[src/hw/rtl/tmf_pkg.sv]
// Shared constants for the trimmed mean filter.
package tmf_pkg;

  // Fixed field widths of the ports.
  localparam int unsigned SampleW = 12;
  localparam int unsigned MeanW   = 12;

  // Defaults for the top-level parameters.
  localparam int unsigned MaxSamplesDef = 32;
  localparam int unsigned SampleBitsDef = 12;

  // Trim rule: trim = n / TrimDiv when n > TrimDiv, dropped at both ends.
  localparam int unsigned TrimDiv   = 5;
  localparam int unsigned TrimSides = 2;

  // n / 5 == (n * 205) >> 10 for every n below 1024.
  localparam int unsigned RecipMul   = 205;
  localparam int unsigned RecipShift = 10;

endpackage

[src/hw/rtl/trimmed_mean_filter.sv]
// Trimmed mean filter: sorted sample memory, trim, sum and serial divide.
//
//  channel  | signals                          | dir | word
//  ---------+----------------------------------+-----+----------------------------
//  in       | in_valid_i in_ready_o            | in  | sample_i[11:0], last_i
//  out      | out_valid_o out_ready_i          | out | mean_o[11:0], overflowed_o
//
// One input word at a time. Insertion walks down the sorted memory one entry
// per cycle. A word with last set is followed by a setup step, a sum of the
// kept entries, a serial divide and the load of the output register. The
// memory needs no clearing: reads only reach entries written in the current
// burst. Reset clears the count, the overflow flag and the control state. The
// output register lets the next word in while a result waits; a second result
// waits until the first is taken.
module trimmed_mean_filter
  import tmf_pkg::*;
#(
  parameter int unsigned MAX_SAMPLES = MaxSamplesDef,
  parameter int unsigned SAMPLE_BITS = SampleBitsDef
) (
  input  logic               clk_i,
  input  logic               rst_ni,
  input  logic               in_valid_i,
  output logic               in_ready_o,
  input  logic [SampleW-1:0] sample_i,
  input  logic               last_i,
  output logic               out_valid_o,
  input  logic               out_ready_i,
  output logic [MeanW-1:0]   mean_o,
  output logic               overflowed_o
);

  // Count holds 0..MAX_SAMPLES; the address covers the memory depth.
  localparam int unsigned CntW    = $clog2(MAX_SAMPLES + 1);
  localparam int unsigned AddrW   = (MAX_SAMPLES > 1) ? $clog2(MAX_SAMPLES) : 1;
  // Sum of MAX_SAMPLES full-scale samples never wraps.
  localparam int unsigned SumW    = SAMPLE_BITS + CntW;
  localparam int unsigned BitCntW = $clog2(SumW + 1);
  localparam int unsigned MulW    = CntW + RecipShift;
  localparam int unsigned SExtW   = SampleW + SAMPLE_BITS;
  localparam int unsigned MExtW   = MeanW + SumW;

  typedef enum logic [2:0] {
    StIdle,
    StInsert,
    StSetup,
    StSum,
    StDiv,
    StEmit
  } state_e;

  state_e state_q, state_d;

  // Burst state.
  logic [CntW-1:0]        count_q, count_d;
  logic                   ovf_q, ovf_d;
  logic                   last_q, last_d;
  logic [SAMPLE_BITS-1:0] v_q, v_d;
  logic [CntW-1:0]        pos_q, pos_d;

  // Sum and divide.
  logic [CntW-1:0]        idx_q, idx_d;
  logic [CntW-1:0]        end_q, end_d;
  logic [CntW-1:0]        kept_q, kept_d;
  logic                   rdv_q, rdv_d;
  logic [SumW-1:0]        acc_q, acc_d;
  logic [SumW-1:0]        quo_q, quo_d;
  logic [CntW:0]          rem_q, rem_d;
  logic [BitCntW-1:0]     bit_cnt_q, bit_cnt_d;

  // Output register.
  logic                   out_valid_q, out_valid_d;
  logic [MeanW-1:0]       mean_q, mean_d;
  logic                   ovfl_out_q, ovfl_out_d;

  // Sorted sample memory, one write and one registered read per cycle.
  logic [SAMPLE_BITS-1:0] mem_q [MAX_SAMPLES];
  logic [SAMPLE_BITS-1:0] rdata_q;
  logic                   mem_we;
  logic [AddrW-1:0]       mem_waddr;
  logic [SAMPLE_BITS-1:0] mem_wdata;
  logic [AddrW-1:0]       mem_raddr;

  // Datapath helpers.
  logic [SExtW-1:0]       sample_ext;
  logic [SAMPLE_BITS-1:0] sample_m;
  logic [CntW-1:0]        cnt_m1;
  logic [CntW-1:0]        pos_m1;
  logic [CntW-1:0]        pos_m2;
  logic [MulW-1:0]        trim_prod;
  logic [CntW-1:0]        trim;
  logic [CntW:0]          div_shift;
  logic                   div_bit;
  logic [MExtW-1:0]       quo_ext;

  // Bits above SAMPLE_BITS are ignored; narrower ports are zero-extended.
  assign sample_ext = SExtW'(sample_i);
  assign sample_m   = sample_ext[SAMPLE_BITS-1:0];

  assign cnt_m1 = count_q - CntW'(1);
  assign pos_m1 = pos_q - CntW'(1);
  assign pos_m2 = pos_q - CntW'(2);

  // Trim by reciprocal multiply, zero for short bursts.
  assign trim_prod = MulW'(count_q) * MulW'(RecipMul);
  assign trim = (count_q > CntW'(TrimDiv)) ? trim_prod[MulW-1:RecipShift] : '0;

  // Restoring divide step: one quotient bit per cycle, MSB first.
  assign div_shift = {rem_q[CntW-1:0], quo_q[SumW-1]};
  assign div_bit   = (div_shift >= {1'b0, kept_q});

  assign quo_ext = MExtW'(quo_q);

  assign in_ready_o   = (state_q == StIdle);
  assign out_valid_o  = out_valid_q;
  assign mean_o       = mean_q;
  assign overflowed_o = ovfl_out_q;

  always_comb begin
    state_d     = state_q;
    count_d     = count_q;
    ovf_d       = ovf_q;
    last_d      = last_q;
    v_d         = v_q;
    pos_d       = pos_q;
    idx_d       = idx_q;
    end_d       = end_q;
    kept_d      = kept_q;
    rdv_d       = rdv_q;
    acc_d       = acc_q;
    quo_d       = quo_q;
    rem_d       = rem_q;
    bit_cnt_d   = bit_cnt_q;
    out_valid_d = out_valid_q;
    mean_d      = mean_q;
    ovfl_out_d  = ovfl_out_q;
    mem_we      = 1'b0;
    mem_waddr   = '0;
    mem_wdata   = v_q;
    mem_raddr   = '0;

    if (out_valid_q && out_ready_i) begin
      out_valid_d = 1'b0;
    end

    case (state_q)
      StIdle: begin
        if (in_valid_i) begin
          last_d = last_i;
          v_d    = sample_m;
          if (count_q < CntW'(MAX_SAMPLES)) begin
            count_d = count_q + CntW'(1);
            pos_d   = count_q;
            if (count_q == '0) begin
              // Empty store: the word lands at the bottom directly.
              mem_we    = 1'b1;
              mem_waddr = '0;
              mem_wdata = sample_m;
              state_d   = last_i ? StSetup : StIdle;
            end else begin
              mem_raddr = cnt_m1[AddrW-1:0];
              state_d   = StInsert;
            end
          end else begin
            // Store full: drop the word, remember the drop in the overflow flag.
            ovf_d   = 1'b1;
            state_d = last_i ? StSetup : StIdle;
          end
        end
      end

      StInsert: begin
        // rdata_q holds entry pos-1; shift it up while it is larger.
        if (pos_q == '0) begin
          mem_we    = 1'b1;
          mem_waddr = '0;
          mem_wdata = v_q;
          state_d   = last_q ? StSetup : StIdle;
        end else if (rdata_q > v_q) begin
          mem_we    = 1'b1;
          mem_waddr = pos_q[AddrW-1:0];
          mem_wdata = rdata_q;
          pos_d     = pos_m1;
          mem_raddr = pos_m2[AddrW-1:0];
        end else begin
          mem_we    = 1'b1;
          mem_waddr = pos_q[AddrW-1:0];
          mem_wdata = v_q;
          state_d   = last_q ? StSetup : StIdle;
        end
      end

      StSetup: begin
        idx_d   = trim;
        end_d   = count_q - trim;
        kept_d  = count_q - CntW'(trim * CntW'(TrimSides));
        acc_d   = '0;
        rdv_d   = 1'b0;
        state_d = StSum;
      end

      StSum: begin
        if (rdv_q) begin
          acc_d = acc_q + SumW'(rdata_q);
        end
        if (idx_q < end_q) begin
          mem_raddr = idx_q[AddrW-1:0];
          idx_d     = idx_q + CntW'(1);
          rdv_d     = 1'b1;
        end else begin
          rdv_d = 1'b0;
          if (!rdv_q) begin
            quo_d     = acc_q;
            rem_d     = '0;
            bit_cnt_d = BitCntW'(SumW);
            state_d   = StDiv;
          end
        end
      end

      StDiv: begin
        if (div_bit) begin
          rem_d = div_shift - {1'b0, kept_q};
        end else begin
          rem_d = div_shift;
        end
        quo_d     = {quo_q[SumW-2:0], div_bit};
        bit_cnt_d = bit_cnt_q - BitCntW'(1);
        if (bit_cnt_q == BitCntW'(1)) begin
          state_d = StEmit;
        end
      end

      StEmit: begin
        if (!out_valid_q || out_ready_i) begin
          mean_d      = quo_ext[MeanW-1:0];
          ovfl_out_d  = ovf_q;
          out_valid_d = 1'b1;
          count_d     = '0;
          ovf_d       = 1'b0;
          state_d     = StIdle;
        end
      end

      default: begin
        state_d = StIdle;
      end
    endcase
  end

  always_ff @(posedge clk_i or negedge rst_ni) begin
    if (!rst_ni) begin
      state_q     <= StIdle;
      count_q     <= '0;
      ovf_q       <= 1'b0;
      last_q      <= 1'b0;
      v_q         <= '0;
      pos_q       <= '0;
      idx_q       <= '0;
      end_q       <= '0;
      kept_q      <= '0;
      rdv_q       <= 1'b0;
      acc_q       <= '0;
      quo_q       <= '0;
      rem_q       <= '0;
      bit_cnt_q   <= '0;
      out_valid_q <= 1'b0;
      mean_q      <= '0;
      ovfl_out_q  <= 1'b0;
    end else begin
      state_q     <= state_d;
      count_q     <= count_d;
      ovf_q       <= ovf_d;
      last_q      <= last_d;
      v_q         <= v_d;
      pos_q       <= pos_d;
      idx_q       <= idx_d;
      end_q       <= end_d;
      kept_q      <= kept_d;
      rdv_q       <= rdv_d;
      acc_q       <= acc_d;
      quo_q       <= quo_d;
      rem_q       <= rem_d;
      bit_cnt_q   <= bit_cnt_d;
      out_valid_q <= out_valid_d;
      mean_q      <= mean_d;
      ovfl_out_q  <= ovfl_out_d;
    end
  end

  // Sample memory: write port and registered read port.
  always_ff @(posedge clk_i) begin
    if (mem_we) begin
      mem_q[mem_waddr] <= mem_wdata;
    end
    rdata_q <= mem_q[mem_raddr];
  end

endmodule
[config.mk]
export PLATFORM = sky130hd
export DESIGN_NAME = trimmed_mean_filter
export DESIGN_NICKNAME = d
export VERILOG_FILES = /design/src/hw/rtl/tmf_pkg.sv /design/src/hw/rtl/trimmed_mean_filter.sv
export SDC_FILE = /design/constraint.sdc
export NUM_CORES = 1
export LEC_CHECK = 0
export ABC_AREA = 1
export BUFFER_PORTS_ARGS = -buffer_cell sky130_fd_sc_hd__buf_2
export CAP_MARGIN = 20
export CORE_UTILIZATION = 25
export CTS_CLUSTER_SIZE = 10
export DETAILED_ROUTE_END_ITERATION = 7
export GPL_TIMING_DRIVEN = 0
export SLEW_MARGIN = 20
export SYNTH_ARGS = -nofsm -noshare
export SYNTH_HDL_FRONTEND = slang
export SYNTH_SLANG_ARGS = --single-unit
[constraint.sdc]
create_clock -name clk_i -period 4.5 [get_ports clk_i]
set_input_delay 0.9 -clock clk_i [delete_from_list [all_inputs] [get_ports clk_i]]
set_output_delay 0.9 -clock clk_i [all_outputs]
set_load 0.03 [all_outputs]
==> run metrics <==
Seq/Total Area, Yosys=0.6158; global-route wire length before repair=102.4 mm; clk_lat worst skew=0.64 ns; Net Sw Power=9.127 mW; Pwr Total=21.27 mW; final hold slack=0.1703 ns; Ports=32; H-tree levels=2; Yosys warning count=0; Synth area leaders=edfxtp_1 49%, nand3_1 12%, dfrtp_1 12%; clock tree buffer depth=3; pwr/cell area=765.9 nW/um^2; cells along the critical path=clkinvlp_4 > ha_4 > fa_1 > fa_1 > ha_1 > a21oi_1 > o21ai_0 > nand2_1 > o211ai_1 > nand3b_1 > ha_4 > a21oi_1 > inv_1 > a31oi_1 > inv_1 > nand2_1 > nand2_1 > xor2_1 > o21ai_0; Iter 0 DRT Violations=1634; worst endpoint required time=5.05 ns; Max Clk Rate=238.2 MHz; WP data arrival=4.75 ns; maximum number of pins on one net before global-route repair=73; Final ANT Viol Nets=0; Max-slew headroom=0.2747; critical path's most frequent cell=nand2_1; Max Fanout on Critical Path=6; Die ar.=95410 sq um; Yosys top cell area share=0.4897; synthesized area per cell=10.43 sq um; clk slew on worst S/H paths=0.06 ns; Clk pwr share=0.200; Post-Place Setup Slack=-0.09563 ns; Core ar.=93330 sq um; Reg power frac=0.323; Comb power frac=0.477; count leader, synth=nand3_1; Root Driver=clkbuf_16; clock skew=0.02459 ns; CTS sink count=505; Synth Flop Type=edfxtp_1; fin crit share=0.9330; Routed WL=68.15 mm; DR WL/cell=18.65 microns; Pleak=10.61 nW; CP Capture Type=register; std cell rows=112; layout cells sized above 1=0.1213; Netlist Area Pre-Place=23550 sq um; DP Wirelength=48.73 mm; die width=308.9 microns; number of global-route vias before repair=16710; total number of vias=17320; Worst Setup Start Kind=register; Sw Share=0.4292; worst-margin pin slew=1.084 ns; crit path kind=register to register; vias per cell=4.740; # DRC=0; status=complete, no violations; synth cell count leaders=549 x nand3_1, 445 x nand2_1, 384 x edfxtp_1; port buffer count=31; Final GP Congestion=0.9264; Pint=12.14 mW; endpoints failing setup=0; number of flops mapped to enable cells by yosys=384; TritonCTS clock tree=built; drt pass-1 iters=6; Peak VDD IR=0.4213 mV; Period minus WS final=4.198 ns; total CTS buffers=58; layout overhead on the synthesized area=17.93%; Cell variety after synth=50; slowest stage delay, CP=0.47 ns; final hold vios=0; Yosys reg bits=505; die height=308.9 microns; Filler Cells Inserted=9612; slowest cell on the critical path=fa_1; Post-Syn Instances=2258; grt ovf=0; Final Slew Violations=0; Starting Density=0.2523; Synth async-reset ratio=0.2158; cell taking the most area after synthesis=edfxtp_1; syn nets=2365; RSZ-0062 raised after global routing=true; all-layer global routing usage=0.1410; worst setup margin=0.3017 ns; fin nets=2485; hold crit path type=primary input to async pin; initial antenna violation count=2; Max Cap Violations=0
## state kept, by name, summed over array words and instances (netlist names), 12 cells and up
signal / cells
mem_q: 384
rdata_q: 12
acc_q: 18
quo_q: 18
mean_o: 12
v_q: 12
## cell type report
cell class                      instances  area (sq um)  share of cell area
Antenna cell                            1         2.502          0.00009012
Buffer                                116         681.9             0.02456
Clock buffer                           76          1550             0.05583
Clock inverter                          6         75.07            0.002704
Inverter                              178         683.2             0.02460
Multi-Input combinational cell       1459          8033              0.2893
Sequential cell                       505         14510              0.5224
Tap cell                             1254          1569             0.05651
Timing Repair Buffer                   60         665.6             0.02397
## logic make-up after synthesis
kind of cell | after synthesis | share of synthesized area
flip-flops | 505 | 0.6158
adder cells (fa/ha/maj) | 90 | 0.05101
AO/OA/AOI/OAI | 218 | 0.05415
buffers and inverters | 294 | 0.05723
XOR/XNOR | 19 | 0.007068
AND/OR/NAND/NOR | 1132 | 0.2147
## per-layer routing
metal,routed length (microns),global-route usage,up-vias,share of wire
met1,28540,0.1823,8365,0.42
met2,31930,0.2318,678,0.47
met4,1897,0.04237,4,0.028
li1,-,-,8150,-
met5,19,0,-,0.00028
met3,5774,0.03508,127,0.085
## power by group through the flow
stage | clock network [mW] | registers (mW) | logic (mW)
after floorplan | 0 | 6.97 | 5.76
after global placement | 0 | 7.13 | 8.91
after detailed placement | 0 | 6.96 | 9.82
after CTS | 4.30 | 6.88 | 9.86
after global routing | 4.47 | 6.92 | 11.1
final | 4.26 | 6.86 | 10.2
## metrics by stage
step | utilization | std cells | cell area, sq um | TNS (ns)
3_5_place_dp | 0.2780 | 3560 | 25950 | -0.1602
3_3_place_gp | 0.2708 | 3543 | 25270 | -315.44
6_report | 0.2975 | 3655 | 27770 | 0
4_1_cts | 0.2955 | 3642 | 27580 | 0
5_1_grt | 0.2975 | 3654 | 27760 | -0.04500
2_1_floorplan | - | 2258 | 23550 | 0
## layout by cell type, fill, tap and decap left out, types with 17 or more instances in the layout
master       n
clkbuf_16   59
nor2_1      73
o21ai_0     93
buf_6       17
nand2_1    445
nand3_1    549
a21oi_1     52
inv_1      159
buf_4       34
buf_2       69
clkbuf_1    48
dfrtp_1    103
ha_1        76
nor2_2      31
edfxtp_1   384
## critical path, delay by kind of cell (launching register included)
kind,cells,cell delay (ns)
flops,1,0.46
buf+inv,3,0.34
compound gates,6,0.84
simple gates,4,0.53
xor+xnor,1,0.13
fa+ha+maj,5,1.80
## worst paths after layout
| path | start | endpoint | slack [ns] | cells past startpoint |
|---|---|---|---|---|
| max in group asynchronous | rst_ni | v_q[7] | 3.62 | 2 |
| worst max register to register | count_q[1] | end_q[5] | 0.30 | 19 |
| worst min-delay path | rst_ni | rem_q[4] | 0.17 | 1 |
| worst min register to register | bit_cnt_q[3] | bit_cnt_q[3] | 0.46 | 1 |
| min in group clk_i | bit_cnt_q[3] | bit_cnt_q[3] | 0.46 | 1 |
| worst max-delay path | count_q[1] | end_q[5] | 0.30 | 19 |
## repair_timing
item | in CTS | in global routing
hold buffers | 0 | 0
buffers inserted | 0 | 12
pin swaps | 0 | 0
endpoints found under the setup margin | 3 | 6
gates resized for setup | 2 | 17
Note: power is estimated with default switching activity, not from simulation.
